===== config.mk =====
export PLATFORM = sky130hd
export DESIGN_NAME = rmq_sqrt
export DESIGN_NICKNAME = d
export VERILOG_FILES = /design/src/design/rmq_pkg.sv /design/src/design/rmq_sqrt.sv
export SDC_FILE = /design/constraint.sdc
export NUM_CORES = 2
export LEC_CHECK = 0
export ABC_AREA = 0
export BUFFER_PORTS_ARGS = -buffer_cell sky130_fd_sc_hd__buf_4
export CAP_MARGIN = 20
export CORE_MARGIN = 5
export CORE_UTILIZATION = 30
export CTS_BUF_LIST = sky130_fd_sc_hd__clkbuf_8
export CTS_CLUSTER_DIAMETER = 100
export DETAILED_ROUTE_END_ITERATION = 7
export GPL_TIMING_DRIVEN = 0
export REMOVE_ABC_BUFFERS = 1
export SYNTH_ARGS = -nofsm -noshare
export SYNTH_HDL_FRONTEND = slang
export SYNTH_SLANG_ARGS = --single-unit

===== constraint.sdc =====
create_clock -name i_clk -period 3.5 [get_ports i_clk]
set_input_delay 0.7 -clock i_clk [delete_from_list [all_inputs] [get_ports i_clk]]
set_output_delay 0.7 -clock i_clk [all_outputs]
set_load 0.02 [all_outputs]

===== src/design/rmq_pkg.sv =====
// Package with the shared types and constants of the rotation matrix to quaternion block.
`timescale 1ns / 1ps

package rmq_pkg;

    // Default number of fraction bits.
    localparam int FRAC_BITS_DEF = 16;
    // Width of every input and output field.
    localparam int FIELD_W = 18;
    // Largest positive field value.
    localparam int FIELD_MAX = 131071;
    // Width of a signed off-diagonal sum or difference.
    localparam int D_W = 19;
    // Quotient bits kept by the divider; enough to reach the clamp level.
    localparam int QUO_W = 19;

    // Which component comes from the square root.
    typedef enum logic [1:0] {
        SEL_TRACE,
        SEL_X,
        SEL_Y,
        SEL_Z
    } t_sel;

    // Information that travels beside the radicand through the root stages.
    // Lane 0 holds the dividend for the first divided component, lanes 1 and 2
    // the next two, in the order w/x/y/z with the root component skipped.
    typedef struct packed {
        t_sel                       sel;
        logic [2:0][D_W-1:0]        d;
    } t_side;

endpackage


===== src/design/rmq_sqrt.sv =====
// Pipelined integer square root, one root bit per stage.
`timescale 1ns / 1ps

module rmq_sqrt #(
    parameter int FRAC_BITS = rmq_pkg::FRAC_BITS_DEF,
    parameter int RAD_W     = 21,
    parameter int ROOT_W    = 19
) (
    input  logic                  i_clk,
    input  logic                  i_rst_n,
    input  logic                  i_en,
    input  logic                  i_valid,
    input  rmq_pkg::t_side        i_side,
    input  logic [RAD_W-1:0]      i_rad,
    output logic                  o_valid,
    output rmq_pkg::t_side        o_side,
    output logic [ROOT_W-1:0]     o_root
);

    localparam int OP_W  = 2 * ROOT_W;
    localparam int REM_W = ROOT_W + 2;

    // Stage inputs (w_) and stage registers (r_), one entry per root bit.
    logic [OP_W-1:0]   w_op   [ROOT_W];
    logic [ROOT_W-1:0] w_rem  [ROOT_W];
    logic [ROOT_W-1:0] w_root [ROOT_W];
    rmq_pkg::t_side    w_side [ROOT_W];
    logic [ROOT_W-1:0] w_vld;

    logic [OP_W-1:0]   r_op   [ROOT_W];
    logic [ROOT_W-1:0] r_rem  [ROOT_W];
    logic [ROOT_W-1:0] r_root [ROOT_W];
    rmq_pkg::t_side    r_side [ROOT_W];
    logic [ROOT_W-1:0] r_vld;

    // The operand is the radicand scaled up by the fraction bits.
    assign w_op[0]   = OP_W'(i_rad) << FRAC_BITS;
    assign w_rem[0]  = '0;
    assign w_root[0] = '0;
    assign w_side[0] = i_side;
    assign w_vld[0]  = i_valid;

    for (genvar k = 0; k < ROOT_W; k++) begin : g_stage
        logic [REM_W-1:0]  rem2, trial, diff;
        logic              ge;
        logic [ROOT_W-1:0] n_rem, n_root;

        if (k > 0) begin : g_link
            assign w_op[k]   = r_op[k-1];
            assign w_rem[k]  = r_rem[k-1];
            assign w_root[k] = r_root[k-1];
            assign w_side[k] = r_side[k-1];
            assign w_vld[k]  = r_vld[k-1];
        end

        // Bring in two operand bits and try the next root bit.
        always_comb begin
            rem2   = {w_rem[k], w_op[k][OP_W-1 -: 2]};
            trial  = {w_root[k], 2'b01};
            ge     = (rem2 >= trial);
            diff   = rem2 - trial;
            n_rem  = ge ? diff[ROOT_W-1:0] : rem2[ROOT_W-1:0];
            n_root = {w_root[k][ROOT_W-2:0], ge};
        end

        always_ff @(posedge i_clk) begin
            if (!i_rst_n) begin
                r_vld[k] <= 1'b0;
            end else if (i_en) begin
                r_vld[k] <= w_vld[k];
            end
        end

        always_ff @(posedge i_clk) begin
            if (i_en) begin
                r_op[k]   <= w_op[k] << 2;
                r_rem[k]  <= n_rem;
                r_root[k] <= n_root;
                r_side[k] <= w_side[k];
            end
        end
    end

    assign o_valid = r_vld[ROOT_W-1];
    assign o_side  = r_side[ROOT_W-1];
    assign o_root  = r_root[ROOT_W-1];

endmodule


==> run summary <==
STATUS
----------------------------------------------------------------------------------------------------
Result of the run                                                                       finished, final reports clean

CRITICAL PATH
----------------------------------------------------------------------------------------------------
Worst path required time                                                                     4.17 ns
FF-to-FF End                                                                            r_rem[15][16]
Cell-by-cell listing of the critical path                                               ha_1 -> and3_1 -> and3_1 -> a211oi_1 -> a211oi_1 -> a211o_2 -> mux2_2
Worst R2R Path Depth                                                                               7
Cell type group with the largest total delay on the critical path                       compound AO/OA/AOI/OAI gates
Critical Path Source Type                                                                   register
Bufs and invs on worst path                                                                        0
Arrival time at the worst endpoint                                                           3.95 ns
Slowest CP cell                                                                         sky130_fd_sc_hd__a211o_2
Crit path capture type                                                                      register
Worst reg2reg setup slack                                                                    0.22 ns
Largest stage delay, worst path                                                              0.58 ns
Kind of critical path                                                                   register to register
Critical R2R Launch                                                                     r_rem[14][7]
Largest fanout on the critical path                                                               27

PLACE
----------------------------------------------------------------------------------------------------
Routability congestion estimate from global placement                                          0.830
HPWL Detailed                                                                               56400 µm
DP Area                                                                                   0.0703 mm²
Count of buffers from port buffering                                                             162

SYNTH
----------------------------------------------------------------------------------------------------
Library cell occupying the most area in the post-synthesis netlist                      sky130_fd_sc_hd__edfxtp_1
Count of yosys warnings during synthesis                                                           0
Main synth FF type                                                                      sky130_fd_sc_hd__edfxtp_1
Netlist Area Pre-Place                                                                    0.0653 mm²
Synth top area cells                                                                    sky130_fd_sc_hd__edfxtp_1, sky130_fd_sc_hd__ha_1, sky130_fd_sc_hd__xnor2_1
Number of synthesized flops with an enable pin                                                  1730
Most used standard cell by instance count after synthesis                               sky130_fd_sc_hd__edfxtp_1
Gate Count Post-Synth                                                                           3750
Fraction of synthesis flops using an asynchronous set or reset pin                                0%
Count of distinct cell types in the synthesized netlist                                           73
Fraction of post-synthesis cell area in the top cell type by area                              79.5%
Post-synth top cells                                                                    sky130_fd_sc_hd__edfxtp_1, sky130_fd_sc_hd__inv_1, sky130_fd_sc_hd__ha_1
Number of synthesized register bits                                                             1749
Share of the yosys chip area belonging to registers                                            80.1%
Average cell area after synthesis                                                           17.4 µm²

POWER
----------------------------------------------------------------------------------------------------
Proportion of power drawn by combinational gates                                                9.7%
Power density of the placed cells                                                         615 mW/mm²
Final total power                                                                           0.0471 W
Reported net switching power                                                                0.0111 W
Leak                                                                                         27.9 nW
Sequential group share of total power                                                          55.1%
Clock network fraction of design power                                                         35.2%
Worst ir drop on vdd                                                                        0.399 mV
Switching Share                                                                                23.6%
Internal Pwr Total                                                                          0.0360 W

FLOORPLANNING
----------------------------------------------------------------------------------------------------
Die Area                                                                                   0.227 mm²
Starting utilization of the core area                                                          30.1%
Top-level port count                                                                             163
Vert. Die Dim                                                                                 477 µm
Overall die width                                                                             477 µm
Num rows                                                                                         171
Area of the core region                                                                    0.217 mm²

CTS
----------------------------------------------------------------------------------------------------
Clock-pin slew reported for the worst setup and hold paths after clock tree synthesis        0.06 ns
H-tree Lvls                                                                                        5
CTS tree                                                                                         yes
Maximum number of buffers from clock root to sink                                                  4
Clock insertion delay at the later pin of the skew report                                    1.00 ns
Number of clock buffers inserted by TritonCTS                                                    317
Clock tree root driver cell                                                             sky130_fd_sc_hd__clkbuf_8
TritonCTS sink count                                                                            1749

STA
----------------------------------------------------------------------------------------------------
Final setup violation count                                                                        0
Final max-slew violation count                                                                     0
Unrepaired setup endpoints after global routing                                                false
Final period util                                                                              93.7%
Max Freq                                                                                     305 MHz
Worst slew margin relative to its limit                                                        25.5%
Endpoints failing hold                                                                             0
Worst Tran Pin Value                                                                         1.12 ns
Final worst clock skew                                                                     0.0851 ns
Period minus WS final                                                                        3.28 ns

GLOBAL ROUTING
----------------------------------------------------------------------------------------------------
Fraction of met1 tracks used by global routing                                                 9.45%
Met3 track demand over resource                                                                2.69%
Aggregate global routing overflow                                                                  0
Initial antenna violation count                                                                    1
Busiest layer in global routing                                                                 met2
Via count of the first global-routing pass                                                     32.1k
Largest net degree at the start of global routing                                                193
Met2 Resource Use GR                                                                           13.8%
Wire length of the first global-routing pass                                               158000 µm
Overall Global Routing Usage                                                                   8.34%

DETAILED ROUTING
----------------------------------------------------------------------------------------------------
Total detailed-routing wirelength                                                           96200 µm
Detail Route Antenna Nets                                                                          0
Wire length per cell after detailed routing                                                  13.1 µm
Via count                                                                                      31.1k
First drt pass iteration count                                                                     5
Ratio of routed vias to standard cells                                                          4.24
Post-detailed-route DRC marker count                                                               0
Initial DRC Count                                                                               1948

WORST HOLD PATH
----------------------------------------------------------------------------------------------------
Worst Hold Endpoint                                                                     r_side[1][40]
Path class of the lowest-slack min-delay path                                           input port to register
Launch point of the worst hold path                                                             i_en
Count of cells along the worst hold path                                                           2

CELLS AND AREA
----------------------------------------------------------------------------------------------------
Fraction of final layout cells with drive strength greater than 1                              13.9%
Final Instance Area                                                                       0.0766 mm²
Utilization after layout                                                                       35.3%
Signed area change from the synthesized netlist to the final layout                            17.3%
Total Nets Final                                                                                4581

FLOW RUN
----------------------------------------------------------------------------------------------------
Number of max-cap violations                                                                       0

==> routing by layer <==
layer / vias up / share of wire (%)
li1: 15334 / -
met1: 14784 / 42
met2: 724 / 48
met3: 277 / 5.3
met4: 2 / 4.5
met5: - / 0.24
==> logic make-up after synthesis <==
logic type | synth area share (%)
mux | 1.00
simple gates | 5.39
compound gates | 4.96
fa+ha+maj | 3.93
xor+xnor | 2.86
other cells | 0.00574
buf+inv | 1.74
flops | 80.1
==> repair_timing <==
| action | in CTS | in global routing |
|---|---|---|
| endpoints found under the setup margin | 1 | 15 |
| hold endpoints to repair | 165 | 0 |
| pin swaps | 0 | 2 |
| setup buffers | 0 | 8 |
| resized for setup | 1 | 3 |
| hold buffers | 84 | 0 |
==> final cells by class <==
class                      count  area, µm²
antenna                        1       2.50
clock buffer                 321       4420
clock inverter               192        957
fill                       20417     140000
inverter                     259        972
multi-input combinational   1701      11900
sequential                  1749      52300
tap                         2854       3570
timing repair buffer         268       2470
==> worst max-delay path by stage <==
stage / depth (start not counted) / startpoint / endpoint / slack [ns]
final: 7 / r_rem[14][7] / r_rem[15][16] / 0.22
after global routing: 7 / r_rem[14][7] / r_rem[15][16] / 0.09
after CTS: 7 / r_rem[14][7] / r_rem[15][16] / 0.06
after detailed placement: 7 / i_en / r_vld[11] / -0.78
after global placement: 3 / i_en / o_valid / -14.57
after floorplan: 8 / r_rem[12][8] / r_rem[13][11] / 0.23
==> power groups by stage <==
stage	Sequential (W)	Combinational [W]	Clock [W]
6_report	0.0260	0.00459	0.0166
5_1_grt	0.0261	0.00515	0.0185
2_1_floorplan	0.0261	0.00307	0
4_1_cts	0.0260	0.00460	0.0175
3_5_place_dp	0.0264	0.00449	0
3_3_place_gp	0.0269	0.00429	0
==> metrics by stage <==
stage | TNS, ns | cells | hold WS, ns | setup slack, ns
4_1_cts | 0 | 7336 | 0.0902 | 0.0563
6_report | 0 | 7345 | 0.262 | 0.221
5_1_grt | 0 | 7345 | 0.145 | 0.0932
3_3_place_gp | - | 6725 | 0.400 | -14.57
2_1_floorplan | 0 | 3709 | 0.400 | 0.227
3_5_place_dp | -174.99 | 6739 | 0.405 | -0.776
==> state kept, by name, indices dropped and copies added (netlist names) <==
signal / count
r_vld: 18
r_root: 190
o_valid: 1
r_op: 110
r_rem: 309
r_side: 1121
==> placed cells by master (no fill, tap or decap), types with 49 or more instances in the layout <==
cell type,instances
sky130_fd_sc_hd__nand2_1,166
sky130_fd_sc_hd__inv_1,341
sky130_fd_sc_hd__ha_1,194
sky130_fd_sc_hd__clkinv_1,62
sky130_fd_sc_hd__clkbuf_8,321
sky130_fd_sc_hd__nor2_1,186
sky130_fd_sc_hd__dlygate4sd3_1,83
sky130_fd_sc_hd__xnor2_1,113
sky130_fd_sc_hd__nor3_1,65
sky130_fd_sc_hd__a21o_1,49
sky130_fd_sc_hd__buf_4,170
sky130_fd_sc_hd__a21oi_1,150
sky130_fd_sc_hd__edfxtp_1,1730
sky130_fd_sc_hd__xor2_1,100
sky130_fd_sc_hd__o21ai_0,144
No activity file was read; power rests on OpenSTA's default activity.
