<file path="config.mk">
export PLATFORM = sky130hd
export DESIGN_NAME = rmq_div
export DESIGN_NICKNAME = d
export VERILOG_FILES = /design/src/design/rmq_pkg.sv /design/src/design/rmq_div.sv
export SDC_FILE = /design/constraint.sdc
export NUM_CORES = 2
export LEC_CHECK = 0
export BUFFER_PORTS_ARGS = -buffer_cell sky130_fd_sc_hd__buf_2
export CAP_MARGIN = 10
export CORE_MARGIN = 1.5
export CORE_UTILIZATION = 55
export CTS_CLUSTER_SIZE = 30
export DETAILED_ROUTE_END_ITERATION = 10
export GPL_TIMING_DRIVEN = 0
export HOLD_SLACK_MARGIN = 0.02
export PLACE_DENSITY = 0.83
export SETUP_SLACK_MARGIN = 0.3
export SKIP_CTS_REPAIR_TIMING = 1
export SLEW_MARGIN = 30
export SYNTH_ARGS = -nofsm -noshare
export SYNTH_HDL_FRONTEND = slang
export SYNTH_SLANG_ARGS = --single-unit
</file>
<file path="constraint.sdc">
create_clock -name i_clk -period 7.06 [get_ports i_clk]
set_input_delay 1.412 -clock i_clk [delete_from_list [all_inputs] [get_ports i_clk]]
set_output_delay 1.412 -clock i_clk [all_outputs]
set_load 0.03 [all_outputs]
</file>
<file path="src/design/rmq_pkg.sv">
// Package with the shared types and constants of the rotation matrix to quaternion block.
`timescale 1ns / 1ps

package rmq_pkg;

    // Default number of fraction bits.
    localparam int FRAC_BITS_DEF = 16;
    // Width of every input and output field.
    localparam int FIELD_W = 18;
    // Largest positive field value.
    localparam int FIELD_MAX = 131071;
    // Width of a signed off-diagonal sum or difference.
    localparam int D_W = 19;
    // Quotient bits kept by the divider; enough to reach the clamp level.
    localparam int QUO_W = 19;

    // Which component comes from the square root.
    typedef enum logic [1:0] {
        SEL_TRACE,
        SEL_X,
        SEL_Y,
        SEL_Z
    } t_sel;

    // Information that travels beside the radicand through the root stages.
    // Lane 0 holds the dividend for the first divided component, lanes 1 and 2
    // the next two, in the order w/x/y/z with the root component skipped.
    typedef struct packed {
        t_sel                       sel;
        logic [2:0][D_W-1:0]        d;
    } t_side;

endpackage

</file>
<file path="src/design/rmq_div.sv">
// Pipelined three-lane restoring divider, one quotient bit per stage after the first.
`timescale 1ns / 1ps

module rmq_div #(
    parameter int FRAC_BITS = rmq_pkg::FRAC_BITS_DEF,
    parameter int ROOT_W    = 19
) (
    input  logic                                i_clk,
    input  logic                                i_rst_n,
    input  logic                                i_en,
    input  logic                                i_valid,
    input  rmq_pkg::t_side                      i_side,
    input  logic [ROOT_W-1:0]                   i_root,
    output logic                                o_valid,
    output rmq_pkg::t_sel                       o_sel,
    output logic [ROOT_W-1:0]                   o_root,
    output logic [2:0][rmq_pkg::QUO_W-1:0]      o_quo,
    output logic [2:0]                          o_ovf,
    output logic [2:0]                          o_neg
);

    localparam int QW    = rmq_pkg::QUO_W;
    localparam int DW    = rmq_pkg::D_W;
    // Dividend magnitude times 2^(FRAC_BITS-1); the divisor is the root itself.
    // The magnitude keeps all DW bits, as the most negative sum has no sign bit to spare.
    localparam int NUM_W = FRAC_BITS + DW - 1;
    localparam int HI_W  = NUM_W - QW;
    localparam int CMP_W = (HI_W > ROOT_W) ? HI_W : ROOT_W;
    localparam int NST   = QW + 1;

    logic [2:0][ROOT_W-1:0] w_rem  [NST];
    logic [2:0][QW-1:0]     w_low  [NST];
    logic [2:0][QW-1:0]     w_quo  [NST];
    logic [2:0]             w_ovf  [NST];
    logic [2:0]             w_neg  [NST];
    logic [ROOT_W-1:0]      w_root [NST];
    rmq_pkg::t_sel          w_sel  [NST];
    logic [NST-1:0]         w_vld;

    logic [2:0][ROOT_W-1:0] r_rem  [NST];
    logic [2:0][QW-1:0]     r_low  [NST];
    logic [2:0][QW-1:0]     r_quo  [NST];
    logic [2:0]             r_ovf  [NST];
    logic [2:0]             r_neg  [NST];
    logic [ROOT_W-1:0]      r_root [NST];
    rmq_pkg::t_sel          r_sel  [NST];
    logic [NST-1:0]         r_vld;

    logic [2:0][ROOT_W-1:0] n_rem  [NST];
    logic [2:0][QW-1:0]     n_low  [NST];
    logic [2:0][QW-1:0]     n_quo  [NST];
    logic [2:0]             n_ovf  [NST];

    // First stage: magnitudes, sign and the overflow check on the top bits.
    always_comb begin
        logic signed [DW-1:0] d;
        logic [DW-1:0]        mag;
        logic [NUM_W-1:0]     num;
        logic [CMP_W-1:0]     hi;
        for (int l = 0; l < 3; l++) begin
            d           = $signed(i_side.d[l]);
            mag         = (d < 0) ? DW'(-d) : DW'(d);
            num         = NUM_W'(mag) << (FRAC_BITS - 1);
            hi          = CMP_W'(num[NUM_W-1:QW]);
            w_neg[0][l] = (d < 0);
            n_ovf[0][l] = (hi >= CMP_W'(i_root));
            n_rem[0][l] = hi[ROOT_W-1:0];
            n_low[0][l] = num[QW-1:0];
            n_quo[0][l] = '0;
        end
    end

    assign w_root[0] = i_root;
    assign w_sel[0]  = i_side.sel;
    assign w_vld[0]  = i_valid;
    assign w_rem[0]  = '0;
    assign w_low[0]  = '0;
    assign w_quo[0]  = '0;
    assign w_ovf[0]  = '0;

    for (genvar j = 1; j < NST; j++) begin : g_step
        assign w_rem[j]  = r_rem[j-1];
        assign w_low[j]  = r_low[j-1];
        assign w_quo[j]  = r_quo[j-1];
        assign w_ovf[j]  = r_ovf[j-1];
        assign w_neg[j]  = r_neg[j-1];
        assign w_root[j] = r_root[j-1];
        assign w_sel[j]  = r_sel[j-1];
        assign w_vld[j]  = r_vld[j-1];

        // Shift in one dividend bit per lane and subtract the divisor if it fits.
        always_comb begin
            logic [ROOT_W:0] rem2, diff;
            logic            ge;
            for (int l = 0; l < 3; l++) begin
                rem2        = {w_rem[j][l], w_low[j][l][QW-1]};
                ge          = (rem2 >= {1'b0, w_root[j]});
                diff        = rem2 - {1'b0, w_root[j]};
                n_rem[j][l] = ge ? diff[ROOT_W-1:0] : rem2[ROOT_W-1:0];
                n_low[j][l] = {w_low[j][l][QW-2:0], 1'b0};
                n_quo[j][l] = {w_quo[j][l][QW-2:0], ge};
                n_ovf[j][l] = w_ovf[j][l];
            end
        end
    end

    for (genvar j = 0; j < NST; j++) begin : g_reg
        always_ff @(posedge i_clk) begin
            if (!i_rst_n) begin
                r_vld[j] <= 1'b0;
            end else if (i_en) begin
                r_vld[j] <= w_vld[j];
            end
        end

        always_ff @(posedge i_clk) begin
            if (i_en) begin
                r_rem[j]  <= n_rem[j];
                r_low[j]  <= n_low[j];
                r_quo[j]  <= n_quo[j];
                r_ovf[j]  <= n_ovf[j];
                r_neg[j]  <= w_neg[j];
                r_root[j] <= w_root[j];
                r_sel[j]  <= w_sel[j];
            end
        end
    end

    assign o_valid = r_vld[NST-1];
    assign o_sel   = r_sel[NST-1];
    assign o_root  = r_root[NST-1];
    assign o_quo   = r_quo[NST-1];
    assign o_ovf   = r_ovf[NST-1];
    assign o_neg   = r_neg[NST-1];

endmodule

</file>
==> impl_results.md <==
- Chip width: 485 um
- Vias in the first global route: around 86,000
- Clock-pin transition on the worst setup and hold timing paths: around 0.07 ns
- Final period demand of the worst path: roughly 5.4 ns
- Sequential fraction of design power: 0.347
- Final Hold Fails: 0
- Total overflow reported by the global router: 0
- Clock power frac: 0.192
- Async set-or-reset flop fraction in the synthesized netlist: 0
- Sequential element share of the synthesized area: 0.522
- Number of synthesis warnings: 0
- Die height: ~490 um
- Met2 Resource Use GR: 0.456
- Arrival time reported for the critical path endpoint: about 6.2 ns
- Sw power: between 20 and 30 mW
- Maximum number of pins on one net before global-route repair: 139
- Slowest cell on the critical path: clkbuf_1
- Clock skew: 0.0396 ns
- Leading cell types by count after synthesis: edfxtp_1 (2,211), ha_1 (1,119), a21oi_1 (859), nor2_1 (742), nand2_1 (723)
- Most instantiated library cell after synthesis: edfxtp_1
- Biggest area contributors in the synthesized netlist: edfxtp_1 (52%), ha_1 (11%), xnor2_1 (3.6%)
- Cell count after synthesis: approximately 11,000
- Detailed placement HPWL: about 270,000 um
- Sw Share: 0.400
- Total number of vias: between 80,000 and 90,000
- Final setup fails: 0
- Total Neg Setup Slack: 0 ns
- Register-to-register setup slack: around 1.9 ns
- Die ar.: between 0.2 and 0.25 mm^2
- Global-route wire length before repair: ~520,000 um
- Portion of synthesized cell area occupied by the leading cell type: 0.519
- Number of CTS-inserted buffers: about 230
- Synthesis-stage register bit count: 2,231
- Fmax: 184 MHz
- Distinct cell type count of the synthesized netlist: 90
- Area taken by multi-input logic gates: between 0.05 and 0.06 mm^2
- Number of remaining DRC errors: 0
- Worst skew pair latency: 0.91 ns
- Worst max-slew margin expressed relative to the limit: 0.297
- Vias per cell: a little over 6
- First-pass DRT Iterations: 7
- Category of the worst setup path launch point: input pin
- Unrepaired setup endpoints after global routing: no
- Final core utilization: 0.612
- Combined flip-flop and latch cell area: around 0.067 mm^2
- Layout area overhead: 10.2%
- Post-detailed-route count of antenna-violating nets: 0
- # H-tree levels: 4
- Number of rows created at floorplan: 176
- Worst path cell trace: buf_12 > buf_16 > buf_16 > buf_16 > buf_16 > buf_16 > buf_16 > clkbuf_1 > mux2i_1 > nor2b_1
- GRT Resource Usage Total: 0.291
- Post-Syn Nets: approximately 12,000
- Result of the run: finished clean
- Count of pins over their slew limit: 0
- Fill cell count: between 15,000 and 20,000
- Most used routing layer in global routing: met2
- Overall routed net length: about 350,000 um
- Per-cell routed wire length: about 24 um
- Final Cycle Share: 0.770
- Static power due to leakage: roughly 56 nW
- Worst-Margin Slew: roughly 1.1 ns
- Number of synthesized flops with an enable pin: 2,211
- GR met1 Demand/Resource: 0.422
- Most frequent cell on the critical path: buf_16
- Layout cells sized above 1: 0.0673
- Longest Clk Path Bufs: 3
- Mapped cell area: around 0.13 mm^2
- Comb power frac: 0.461
- Data required time at the worst endpoint: 7.83 ns
- Mean Syn Cell Area: 11.6 um^2
- Count of pins on the block boundary: between 150 and 200
- Input/output buffers: about 170
- Type of the worst setup path: in2reg
- Top flip-flop cell by instance count after synthesis: edfxtp_1
- Core Region: 0.231 mm^2
- Library cell occupying the most area in the post-synthesis netlist: edfxtp_1
- Biggest fanout along the worst timing path: ~130
- Total of max-cap violations: 0
- Kind of end point of the critical path: flip-flop
- Violation count after the first detailed-route iteration: 8,851
- Kind of path behind the tightest hold check: reg2reg
- Master cell of the clock root buffer: clkbuf_16
- Cell internal power dissipation: approximately 40 mW
- Final weighted congestion in routability-driven placement: around 1.0
- VDD IR max: around 290 uV
- Delay of the slowest cell on the worst path: 0.60 ns
- Met3 Resource Use GR: 0.0404
- Ratio of total power to cell area: 462 mW/mm^2
- Net count of the finished layout: roughly 13,000
- Initial standard-cell utilization of the core: 0.555
- Clock tree from TritonCTS: done
- Clock sink total: about 2,200
- Number of antenna violations at the first check in global routing: 16
-- logic make-up (layout without fill, tap and decap cells) --
logic type	after synthesis	count (layout)	share of synthesized area
AND/OR/NAND/NOR	2554	2554	0.0942
XOR/XNOR	845	845	0.0578
AO/OA/AOI/OAI	2895	2895	0.142
other	0	3	0
multiplexers	446	446	0.0393
buffers and inverters	883	1499	0.0268
adder cells (fa/ha/maj)	1173	1173	0.118
flip-flops	2231	2231	0.522
-- layer usage --
layer  share of wire  up-vias
met5        0.000080        -
met4           0.027        4
met3           0.074      535
met2            0.45     3393
met1            0.45    43700
li1                -    42100
-- state kept, by name, indices dropped and copies added, names as in the netlist, 19 cells and up --
name    flops
r_quo     570
r_vld      19
r_ovf      60
r_rem    1071
r_root    380
r_sel      40
r_neg      60
r_low      30
-- power groups by stage --
| stage | registers (mW) | logic, mW | clock network [mW] |
|---|---|---|---|
| 5_1_grt | 22.8 | 32.8 | 13.2 |
| 2_1_floorplan | 21.3 | 21.5 | 0 |
| 6_report | 22.6 | 30.1 | 12.5 |
| 3_3_place_gp | 23.6 | 28.8 | 0 |
| 3_5_place_dp | 22.8 | 29.3 | 0 |
| 4_1_cts | 22.6 | 29.6 | 12.7 |
-- worst paths after layout --
| check | start | end | cells past startpoint |
|---|---|---|---|
| max | i_en | r_vld[1] | 10 |
| min | r_quo[2][161] | r_quo[2][219] | 0 |
| min reg2reg | r_quo[2][161] | r_quo[2][219] | 0 |
| max reg2reg | r_root[0][19] | r_rem[2][10] | 11 |
-- critical path: cells and delay by family --
family        cells  cell delay, ns
buf+inv           8            3.74
simple gates      1            0.07
mux               1            0.28
-- layout make-up --
class,count,area share
clock inverters,160,0.0130
flip-flops and latches,2231,0.474
well taps,3026,0.0268
clock buffers,273,0.0428
plain buffers,219,0.00669
diodes,3,0.0000532
multi-input cells,7913,0.410
repair buffers,183,0.00948
inverters,664,0.0177
-- cell usage in the layout, fill, tap and decap left out, types with 31 or more instances in the layout --
master	Yosys	layout
edfxtp_1	2211	2211
ha_1	1119	1119
a21oi_1	859	859
nor2_1	742	741
nand2_1	723	723
inv_1	643	643
xnor2_1	522	522
o21ai_1	394	394
o21ai_0	334	334
a21o_1	325	325
xor2_1	323	323
mux2_1	313	313
clkbuf_16	0	232
clkbuf_1	171	205
nand3_1	180	180
buf_2	12	176
nor2b_1	167	167
nand2b_1	161	161
nor3_1	157	157
o21a_1	136	136
o31ai_1	120	118
a211oi_1	109	108
nand4_1	93	93
a31oi_1	93	92
o21bai_1	87	87
mux2_2	75	75
and2_1	66	66
or3_1	59	59
fa_1	54	54
o31a_1	48	48
or2_2	45	45
o211ai_1	44	44
clkinv_2	0	43
mux2i_1	41	41
and3_1	38	38
nor4_1	33	33
clkinv_1	0	33
o41ai_1	33	31
-- through the flow --
stage / instances / hold slack (ns) / setup WS [ns] / power (mW) / area, um^2
2_1_floorplan: 11000 / 0.400 / 2.77 / 42.7 / 128000
3_3_place_gp: 14200 / 0.400 / -29.35 / 52.4 / 133000
3_5_place_dp: 14200 / 0.405 / 0.620 / 52.1 / 133000
4_1_cts: 14700 / 0.398 / 1.57 / 64.9 / 141000
5_1_grt: 14700 / 0.401 / 1.17 / 68.9 / 141000
6_report: 14700 / 0.393 / 1.62 / 65.2 / 141000
Power figures use the tool's default switching activity.
