--- config.mk ---
export PLATFORM = sky130hd
export DESIGN_NAME = rmq_front
export DESIGN_NICKNAME = d
export VERILOG_FILES = /design/src/design/rmq_pkg.sv /design/src/design/rmq_front.sv
export SDC_FILE = /design/constraint.sdc
export NUM_CORES = 1
export LEC_CHECK = 0
export ABC_AREA = 1
export ABC_CLOCK_PERIOD_IN_PS = 6800
export BUFFER_PORTS_ARGS = -buffer_cell sky130_fd_sc_hd__buf_2
export CAP_MARGIN = 20
export CORE_MARGIN = 5
export CORE_UTILIZATION = 55
export DETAILED_ROUTE_END_ITERATION = 10
export HOLD_SLACK_MARGIN = 0.15
export MAX_ROUTING_LAYER = met4
export PLACE_DENSITY_LB_ADDON = 0.3
export SLEW_MARGIN = 0
export SYNTH_ARGS = -nofsm -noshare
export SYNTH_HDL_FRONTEND = slang
export SYNTH_SLANG_ARGS = --single-unit
--- constraint.sdc ---
create_clock -name i_clk -period 6.8 [get_ports i_clk]
set_input_delay 1.36 -clock i_clk [delete_from_list [all_inputs] [get_ports i_clk]]
set_output_delay 1.36 -clock i_clk [all_outputs]
set_load 0.02 [all_outputs]
--- src/design/rmq_pkg.sv ---
// Package with the shared types and constants of the rotation matrix to quaternion block.
`timescale 1ns / 1ps

package rmq_pkg;

    // Default number of fraction bits.
    localparam int FRAC_BITS_DEF = 16;
    // Width of every input and output field.
    localparam int FIELD_W = 18;
    // Largest positive field value.
    localparam int FIELD_MAX = 131071;
    // Width of a signed off-diagonal sum or difference.
    localparam int D_W = 19;
    // Quotient bits kept by the divider; enough to reach the clamp level.
    localparam int QUO_W = 19;

    // Which component comes from the square root.
    typedef enum logic [1:0] {
        SEL_TRACE,
        SEL_X,
        SEL_Y,
        SEL_Z
    } t_sel;

    // Information that travels beside the radicand through the root stages.
    // Lane 0 holds the dividend for the first divided component, lanes 1 and 2
    // the next two, in the order w/x/y/z with the root component skipped.
    typedef struct packed {
        t_sel                       sel;
        logic [2:0][D_W-1:0]        d;
    } t_side;

endpackage

--- src/design/rmq_front.sv ---
// Front stage: case selection, radicand and dividends of the quaternion conversion.
`timescale 1ns / 1ps

module rmq_front #(
    parameter int FRAC_BITS = rmq_pkg::FRAC_BITS_DEF,
    parameter int RAD_W     = 21
) (
    input  logic                               i_clk,
    input  logic                               i_rst_n,
    input  logic                               i_en,
    input  logic                               i_valid,
    input  logic signed [rmq_pkg::FIELD_W-1:0] i_r00,
    input  logic signed [rmq_pkg::FIELD_W-1:0] i_r01,
    input  logic signed [rmq_pkg::FIELD_W-1:0] i_r02,
    input  logic signed [rmq_pkg::FIELD_W-1:0] i_r10,
    input  logic signed [rmq_pkg::FIELD_W-1:0] i_r11,
    input  logic signed [rmq_pkg::FIELD_W-1:0] i_r12,
    input  logic signed [rmq_pkg::FIELD_W-1:0] i_r20,
    input  logic signed [rmq_pkg::FIELD_W-1:0] i_r21,
    input  logic signed [rmq_pkg::FIELD_W-1:0] i_r22,
    output logic                               o_valid,
    output rmq_pkg::t_side                     o_side,
    output logic [RAD_W-1:0]                   o_rad
);

    localparam int DW = rmq_pkg::D_W;
    localparam logic signed [RAD_W-1:0] ONE = {{(RAD_W-1){1'b0}}, 1'b1} << FRAC_BITS;

    logic signed [RAD_W-1:0] e00, e11, e22, trace, rad_sel;
    logic signed [DW-1:0]    d_21m12, d_02m20, d_10m01, d_01p10, d_02p20, d_12p21;
    rmq_pkg::t_side          n_side;
    logic [RAD_W-1:0]        n_rad;
    rmq_pkg::t_side          r_side;
    logic [RAD_W-1:0]        r_rad;
    logic                    r_valid;

    // Diagonal, trace and the six off-diagonal combinations.
    always_comb begin
        e00     = RAD_W'(i_r00);
        e11     = RAD_W'(i_r11);
        e22     = RAD_W'(i_r22);
        trace   = e00 + e11 + e22;
        d_21m12 = DW'(i_r21) - DW'(i_r12);
        d_02m20 = DW'(i_r02) - DW'(i_r20);
        d_10m01 = DW'(i_r10) - DW'(i_r01);
        d_01p10 = DW'(i_r01) + DW'(i_r10);
        d_02p20 = DW'(i_r02) + DW'(i_r20);
        d_12p21 = DW'(i_r12) + DW'(i_r21);
    end

    // Pick the square-root component; ties fall through to the later choice.
    always_comb begin
        if (trace > 0) begin
            n_side.sel = rmq_pkg::SEL_TRACE;
            rad_sel    = trace + ONE;
            n_side.d   = {d_10m01, d_02m20, d_21m12};
        end else if (i_r00 > i_r11 && i_r00 > i_r22) begin
            n_side.sel = rmq_pkg::SEL_X;
            rad_sel    = ONE + e00 - e11 - e22;
            n_side.d   = {d_02p20, d_01p10, d_21m12};
        end else if (i_r11 > i_r22) begin
            n_side.sel = rmq_pkg::SEL_Y;
            rad_sel    = ONE + e11 - e00 - e22;
            n_side.d   = {d_12p21, d_01p10, d_02m20};
        end else begin
            n_side.sel = rmq_pkg::SEL_Z;
            rad_sel    = ONE + e22 - e00 - e11;
            n_side.d   = {d_12p21, d_02p20, d_10m01};
        end
        // A non-positive radicand is taken as zero.
        n_rad = (rad_sel > 0) ? rad_sel : '0;
    end

    // Stage register.
    always_ff @(posedge i_clk) begin
        if (!i_rst_n) begin
            r_valid <= 1'b0;
        end else if (i_en) begin
            r_valid <= i_valid;
        end
    end

    always_ff @(posedge i_clk) begin
        if (i_en) begin
            r_side <= n_side;
            r_rad  <= n_rad;
        end
    end

    assign o_valid = r_valid;
    assign o_side  = r_side;
    assign o_rad   = r_rad;

endmodule

==> qor.csv, run 1 <==
metric,value,unit
dp_hpwl,52.9,mm
setup_viol_count_final,0,
required,6.87,ns
max_freq,163,MHz
worstPathArrival,6.19,ns
synth_edf_count,80,
wl_met1,28.2,mm
end_kind,flop,
slew_violations,0,
gp_congestion,1.09,
antenna_found_initial,2,
overflow,0,
fin_crit,6.13,ns
timing.final.ws_setup,0.675,ns
netlist_area,18200,sq um
max_slew_margin,0.294,
cts_sinks,81,
post-route-period-util,0.901,
dieArea,36800,sq um
hold_class,flop to flop,
wl_per_cell,19.1,microns
vias,17938,
regArea,2420,sq um
post-cts-setup-buffer-count,0,
met3_length,7.74,mm
hold_path.startpoint,o_valid$_SDFFE_PN0P_,
nets,3359,
die_y,192,microns
hold_violations,0,
layoutNonFillerInstCount,3225,
port_buffers,246,
post_cts_resized,0,
grt_pass1_wl,93.2,mm
route.met2.wl,24.6,mm
ys_warn_count,0,
power,4.90,mW
cap_viol_max_count,0,
die_w,192,microns
synth_seq_cells,81,
first_pass_iters,6,
p_leak,10.9,nW
worstSetupPathType,primary input to flop,
place_inst,3206,
async_reset_ff_frac,0,
io_pins,247,
cts_tree,built,
clk_latency,0.33,ns
synth_top_area_cell,ha_1,
rows,66,
h-tree-depth,3,
reg2reg_depth,2,
layout-drive-gt1-share,0.112,
post_synth_num_cell_types,56,
syn_avg_cell_area,7.08,sq um
multi_input_area,13900,sq um
whs_path_depth,2,
utilization,0.615,
r2r-start,o_valid$_SDFFE_PN0P_,
clk_pin_slew,0.06,ns
worst-path-max-fanout,23,
drc,0,
rsz0062_at_grt,false,
place_area,19700,sq um
yosysSeqAreaShare,0.133,
n_fill_cell,3040,
syn_inst,2569,
area_growth,10.4,%
dp_slack,0.414,ns
fin_worst_skew,0,ns
grt_start_max_net_pins,83,
cts_buffers,9,
reg2reg_slack,6.04,ns
drt-initial-drc-count,1827,
start_util,0.557,
status,"complete, no violations",
synth_area_leaders,"ha_1, edfxtp_1, nand2_1, fa_1, inv_1",
grt_usage,0.334,
drt-total-wl,61.7,mm
finalHoldWorstSlack,0.623,ns
vias_per_cell,5.56,
synth_flop_cell,edfxtp_1,
critPathLaunchType,primary input,
yosysTopAreaCellShare,0.229,
syn-num-nets,3153,
whs_endpoint,o_valid$_SDFFE_PN0P_,
hold_buffers,0,
vdd_drop_max,158,uV
root_buffer,clkbuf_16,
final_antenna_net_count,0,
core_area,32600,sq um
design_area,20100,sq um
power_per_cell_area,244,nW/um^2
grt_pass1_vias,16837,
tightest_slew,1.06,ns
cts_max_path_buffers,2,
highest_layer,met4,
fin_setup_tns,0,ns
reg2reg_to,o_valid$_SDFFE_PN0P_,
kinds of logic after synthesis:
logic type / share of synthesized area
flip-flops: 0.133
AND/OR/NAND/NOR: 0.238
other: 0.000206
buffers and inverters: 0.104
XOR/XNOR: 0.0588
multiplexers: 0.000551
AO/OA/AOI/OAI: 0.142
adder cells (fa/ha/maj): 0.323
registers in the layout (all words and copies together) (netlist names):
signal and cells:
o_side 59, o_rad 21, o_valid 1
power by group:
part,switching [mW],internal [mW],leakage (nW)
combinational,2.34,1.11,9.94
sequential,0.0819,0.813,0.788
clock,0.220,0.328,0.159
total,2.64,2.25,10.9
worst max-delay path by stage:
stage	from	to	slack, ns	cells past startpoint
floorplan	i_r00[0]	o_rad[10]$_SDFFCE_PP0P_	1.42	37
global placement	i_r00[11]	o_side[39]$_DFFE_PP_	0.58	25
detailed placement	i_r00[11]	o_side[39]$_DFFE_PP_	0.41	27
CTS	i_r00[11]	o_side[39]$_DFFE_PP_	0.78	27
global route	i_r00[11]	o_side[39]$_DFFE_PP_	0.23	27
finish	i_r00[11]	o_side[39]$_DFFE_PP_	0.67	27
cell usage in the layout (no fill, tap or decap), types with 5 or more instances in the layout:
| master | n |
|---|---|
| nand3_1 | 145 |
| inv_2 | 5 |
| a21boi_0 | 7 |
| o21bai_1 | 11 |
| nand3b_1 | 18 |
| nor4_1 | 5 |
| inv_1 | 420 |
| a31oi_1 | 27 |
| nor2_1 | 224 |
| ha_1 | 332 |
| fa_1 | 86 |
| xor2_1 | 107 |
| a22oi_1 | 7 |
| a21o_1 | 21 |
| o211ai_1 | 18 |
| o21a_1 | 5 |
| nor3_1 | 29 |
| nand2_2 | 10 |
| buf_2 | 245 |
| a21oi_1 | 186 |
| nand4_1 | 24 |
| nand2_1 | 521 |
| o31ai_1 | 16 |
| a221oi_1 | 6 |
| edfxtp_1 | 80 |
| nor2_2 | 13 |
| xnor2_1 | 15 |
| clkbuf_16 | 9 |
| buf_4 | 9 |
| o21ai_1 | 5 |
| o21ai_0 | 122 |
| o22ai_1 | 12 |
cells in the mapped netlist (6+ instances only):
master,instances
xnor2_1,15
a31oi_1,27
edfxtp_1,80
nor2_1,225
fa_1,86
a22oi_1,7
inv_1,420
a221oi_1,6
o21ai_0,122
nand2_1,521
clkbuf_1,36
a21boi_0,7
a21o_1,21
buf_2,14
ha_1,332
nand4_1,24
o21bai_1,11
nor2_2,12
o211ai_1,18
nand3_1,145
a21oi_1,186
xor2_1,107
o22ai_1,12
o31ai_1,16
nor3_1,29
nand2_2,10
nand3b_1,18
per-layer routing:
metal	GRT usage	vias to the layer above
met5	-	-
met4	0.0599	0
met3	0.0981	74
met2	0.457	847
met1	0.491	8294
li1	-	8723
layout make-up:
type                       count  area share
tap                          442      0.0276
antenna                        3    0.000374
timing repair buffer         254      0.0645
inverter                     425      0.0795
clock inverter                 7     0.00524
clock buffer                   9      0.0112
sequential                    81       0.121
multi-input combinational   2004       0.691
critical path, cell delays in order:
cell      delay (ns)
buf_2           0.16
inv_1           0.14
fa_1            0.56
inv_1           0.11
ha_1            0.42
nand2_1         0.12
nor2_1          0.14
inv_1           0.08
nor3_2          0.15
nand2_1         0.12
nand3_1         0.12
a21oi_1         0.09
xor2_1          0.30
ha_1            0.20
nand4_1         0.09
nor2_1          0.11
nand3_1         0.07
nor2_1          0.10
nand2_1         0.06
nor2_1          0.10
nand2_1         0.08
nor2_2          0.12
nand3_4         0.21
nand2_4         0.27
inv_1           0.34
nor2_1          0.42
a221oi_1        0.14
(Power assumes the default switching activity.)
==> run 2: changes to the inputs <==
ABC_AREA = 0   (was 1)
GPL_TIMING_DRIVEN = 0   (was unset)
==> run 2 against run 1 <==
Compared with the run above:
- highest routed layer unchanged
- critical path type unchanged
- hold slack worse by 0.11 ns
- die area down 5.9%
- clock power down 12%
- cell count down 17%
- critical endpoint is now o_side[55]$_DFFE_PP_
- combinational power down 13%
- via count down 13%
- utilization up 1.1 points
- final area down 4.5%
- largest power group unchanged
==> qor.csv, run 2 <==
metric,value,unit,change
layoutNonFillerInstCount,2671,,-17%
rows,64,,-3.0%
vias,15684,,-13%
p_sw,2.17,mW,-18%
area_growth,12.4,%,
worstSetupPathType,primary input to flop,,
die_w,186,microns,-3.0%
place_area,18800,sq um,-4.6%
vias_per_cell,5.87,,+5.6%
io_pins,247,,unchanged
grt_usage,0.319,,-0.0145
reg2reg_depth,2,,unchanged
root_buffer,clkbuf_16,,
die_y,186,microns,-3.0%
fin_worst_skew,0,ns,unchanged
max_slew_margin,0.252,,-0.0411
p_leak,9.27,nW,-15%
grt_pass1_wl,83.6,mm,-10%
place_inst,2646,,-17%
port_buffers,246,,unchanged
end_kind,flop,,
yosysSeqAreaShare,0.142,,+0.00891
yosysTopAreaCellShare,0.244,,+0.0153
r2r-start,o_valid$_SDFFE_PN0P_,,
intPower,2.13,mW,-5.5%
finalHoldWorstSlack,0.516,ns,-0.108 ns
dp_slack,-1.05,ns,-1.47 ns
synth.most_common_cell,ha_1,,
final_antenna_net_count,0,,unchanged
syn_avg_cell_area,8.52,sq um,+20%
design_area,19200,sq um,-4.5%
n_fill_cell,2715,,-11%
dieArea,34600,sq um,-5.9%
clk_pin_slew,0.06,ns,about the same
nets,2849,,-15%
utilization,0.626,,+0.0111
clkPwrFrac,0.112,,about the same
gp_congestion,1.01,,-6.9%
vdd_drop_max,134,uV,-15%
hold_violations,0,,unchanged
worst-path-max-fanout,10,,-57%
ys_top_cells_by_count,"ha_1, inv_1, a21oi_1, nor2_1, xnor2_1",,
drt-initial-drc-count,1270,,-30%
synth_edf_count,80,,unchanged
ys_warn_count,0,,unchanged
critPathLaunchType,primary input,,
slew_violations,0,,unchanged
cap_viol_max_count,0,,unchanged
timing.final.ws_setup,0.198,ns,-0.477 ns
hold_path.startpoint,o_valid$_SDFFE_PN0P_,,
grt_start_max_net_pins,42,,-49%
antenna_found_initial,5,,+3
core_area,30600,sq um,-6.2%
post-route-period-util,0.971,,+0.0701
layout-drive-gt1-share,0.139,,+0.0269
tightest_slew,1.09,ns,+0.0333 ns
required,6.91,ns,+0.04 ns
start_util,0.557,,about the same
overflow,0,,unchanged
worstPathArrival,6.71,ns,+0.52 ns
startpoint,i_r00[12],,
status,"complete, no violations",,
cts_max_path_buffers,2,,unchanged
reg2reg_to,o_valid$_SDFFE_PN0P_,,
cts_sinks,81,,unchanged
switching_share,0.505,,-0.0352
drt-total-wl,54.6,mm,-11%
h-tree-depth,3,,unchanged
syn-num-nets,2585,,-18%
synth_seq_cells,81,,unchanged
largest_reg_flops,59,,unchanged
cts_buffers,9,,unchanged
fin_setup_tns,0,ns,unchanged
final_common_cell,ha_1,,
seqPwrFrac,0.188,,+0.005
clk_latency,0.36,ns,+0.03 ns
first_pass_iters,5,,-1
async_reset_ff_frac,0,,unchanged
drc,0,,unchanged
power_per_cell_area,224,nW/um^2,-8.0%
dp_hpwl,45.4,mm,-14%
reg2reg_slack,6.21,ns,+0.17 ns
netlist_area,17000,sq um,-6.3%
grt_pass1_vias,15618,,-7.2%
hold_class,flop to flop,,
synth_flop_cell,edfxtp_1,,
power,4.30,mW,-12%
final_cell_mix,"ha_1, buf_2, inv_1",,
fin_crit,6.60,ns,+0.477 ns
syn_inst,2001,,-22%
post_synth_num_cell_types,75,,+34%
critPathCapture,o_side[55]$_DFFE_PP_,,
wl_per_cell,20.5,microns,+6.9%
pwr-share-comb,0.700,,-0.005
max_freq,151,MHz,-7.2%
setup_viol_count_final,0,,unchanged
synth_top_area_cell,ha_1,,
cts_tree,built,,
synth_area_leaders,"ha_1, edfxtp_1, fa_1, inv_1, xnor2_1",,
[run 2: cell types whose count changed in the layout (fill, tap and decap cells not counted), sizes merged, moves of 46 or more]
cell / previous run / this run
clkbuf: 9 / 61
xnor2: 15 / 104
nor2: 239 / 138
nand2: 534 / 96
nand3: 149 / 33
xor2: 107 / 44
mux2i: 1 / 47
inv: 429 / 246
[run 2: cell type report]
| class | instances | area, sq um | area share |
|---|---|---|---|
| diodes | 5 | 12.5 | 0.000653 |
| plain buffers | 64 | 267 | 0.0139 |
| clock buffers | 10 | 229 | 0.0120 |
| clock inverters | 6 | 32.5 | 0.00170 |
| inverters | 246 | 927 | 0.0484 |
| multi-input cells | 1610 | 13500 | 0.703 |
| flip-flops and latches | 81 | 2420 | 0.126 |
| well taps | 396 | 495 | 0.0259 |
| repair buffers | 253 | 1310 | 0.0681 |
[run 2: how the worst min path moves through the flow]
stage,to,slack [ns],depth (start not counted)
after detailed placement,o_valid$_SDFFE_PN0P_,0.51,2
after CTS,o_valid$_SDFFE_PN0P_,0.52,2
final,o_valid$_SDFFE_PN0P_,0.52,2
after global routing,o_valid$_SDFFE_PN0P_,0.56,2
after global placement,o_valid$_SDFFE_PN0P_,0.49,2
after floorplan,o_valid$_SDFFE_PN0P_,0.59,2
[run 2: kinds of logic (layout without fill, tap and decap cells)]
kind of cell,count (synthesis),count (layout),share of synthesized area
AO/OA/AOI/OAI,507,507,0.191
XOR/XNOR,148,148,0.0761
adder cells (fa/ha/maj),418,418,0.345
buffers and inverters,310,579,0.0692
flip-flops,81,81,0.142
multiplexers,68,68,0.0415
other,1,6,0.000220
AND/OR/NAND/NOR,468,468,0.135
[run 2: critical path: stages]
cell,delay (ns)
buf_2,0.15
fa_1,0.63
ha_1,0.36
clkbuf_1,0.36
nand3_1,0.20
a21oi_1,0.32
o21ai_0,0.20
o311ai_2,0.43
a21oi_1,0.17
o21bai_1,0.17
a21oi_1,0.10
xnor2_1,0.19
inv_1,0.09
ha_1,0.14
and2_1,0.15
nand4_1,0.17
o41ai_4,0.39
buf_4,0.23
buf_4,0.18
buf_2,0.36
mux2_2,0.38
[run 2: repair_timing]
item,in CTS,in global routing
setup endpoints to repair,79,79
pin swaps,1,1
gates resized for setup,4,10
buffers inserted,2,2
cloned,0,0
hold buffers,0,0
[run 2: metal layers]
metal  track usage  up-vias  wire [microns]
met5             -        -               0
met4         0.110        0            2000
met3        0.0393      119            3900
met2         0.526      643           25900
met1         0.407     7437           22900
li1              -     7485               -
[run 2: power groups by stage]
stage / combinational, mW / sequential (mW) / clock (mW)
floorplan: 1.82 / 0.999 / 0
CTS: 2.95 / 0.811 / 0.480
global route: 3.26 / 0.824 / 0.506
detailed placement: 2.91 / 0.818 / 0
finish: 3.01 / 0.810 / 0.480
global placement: 2.88 / 0.816 / 0
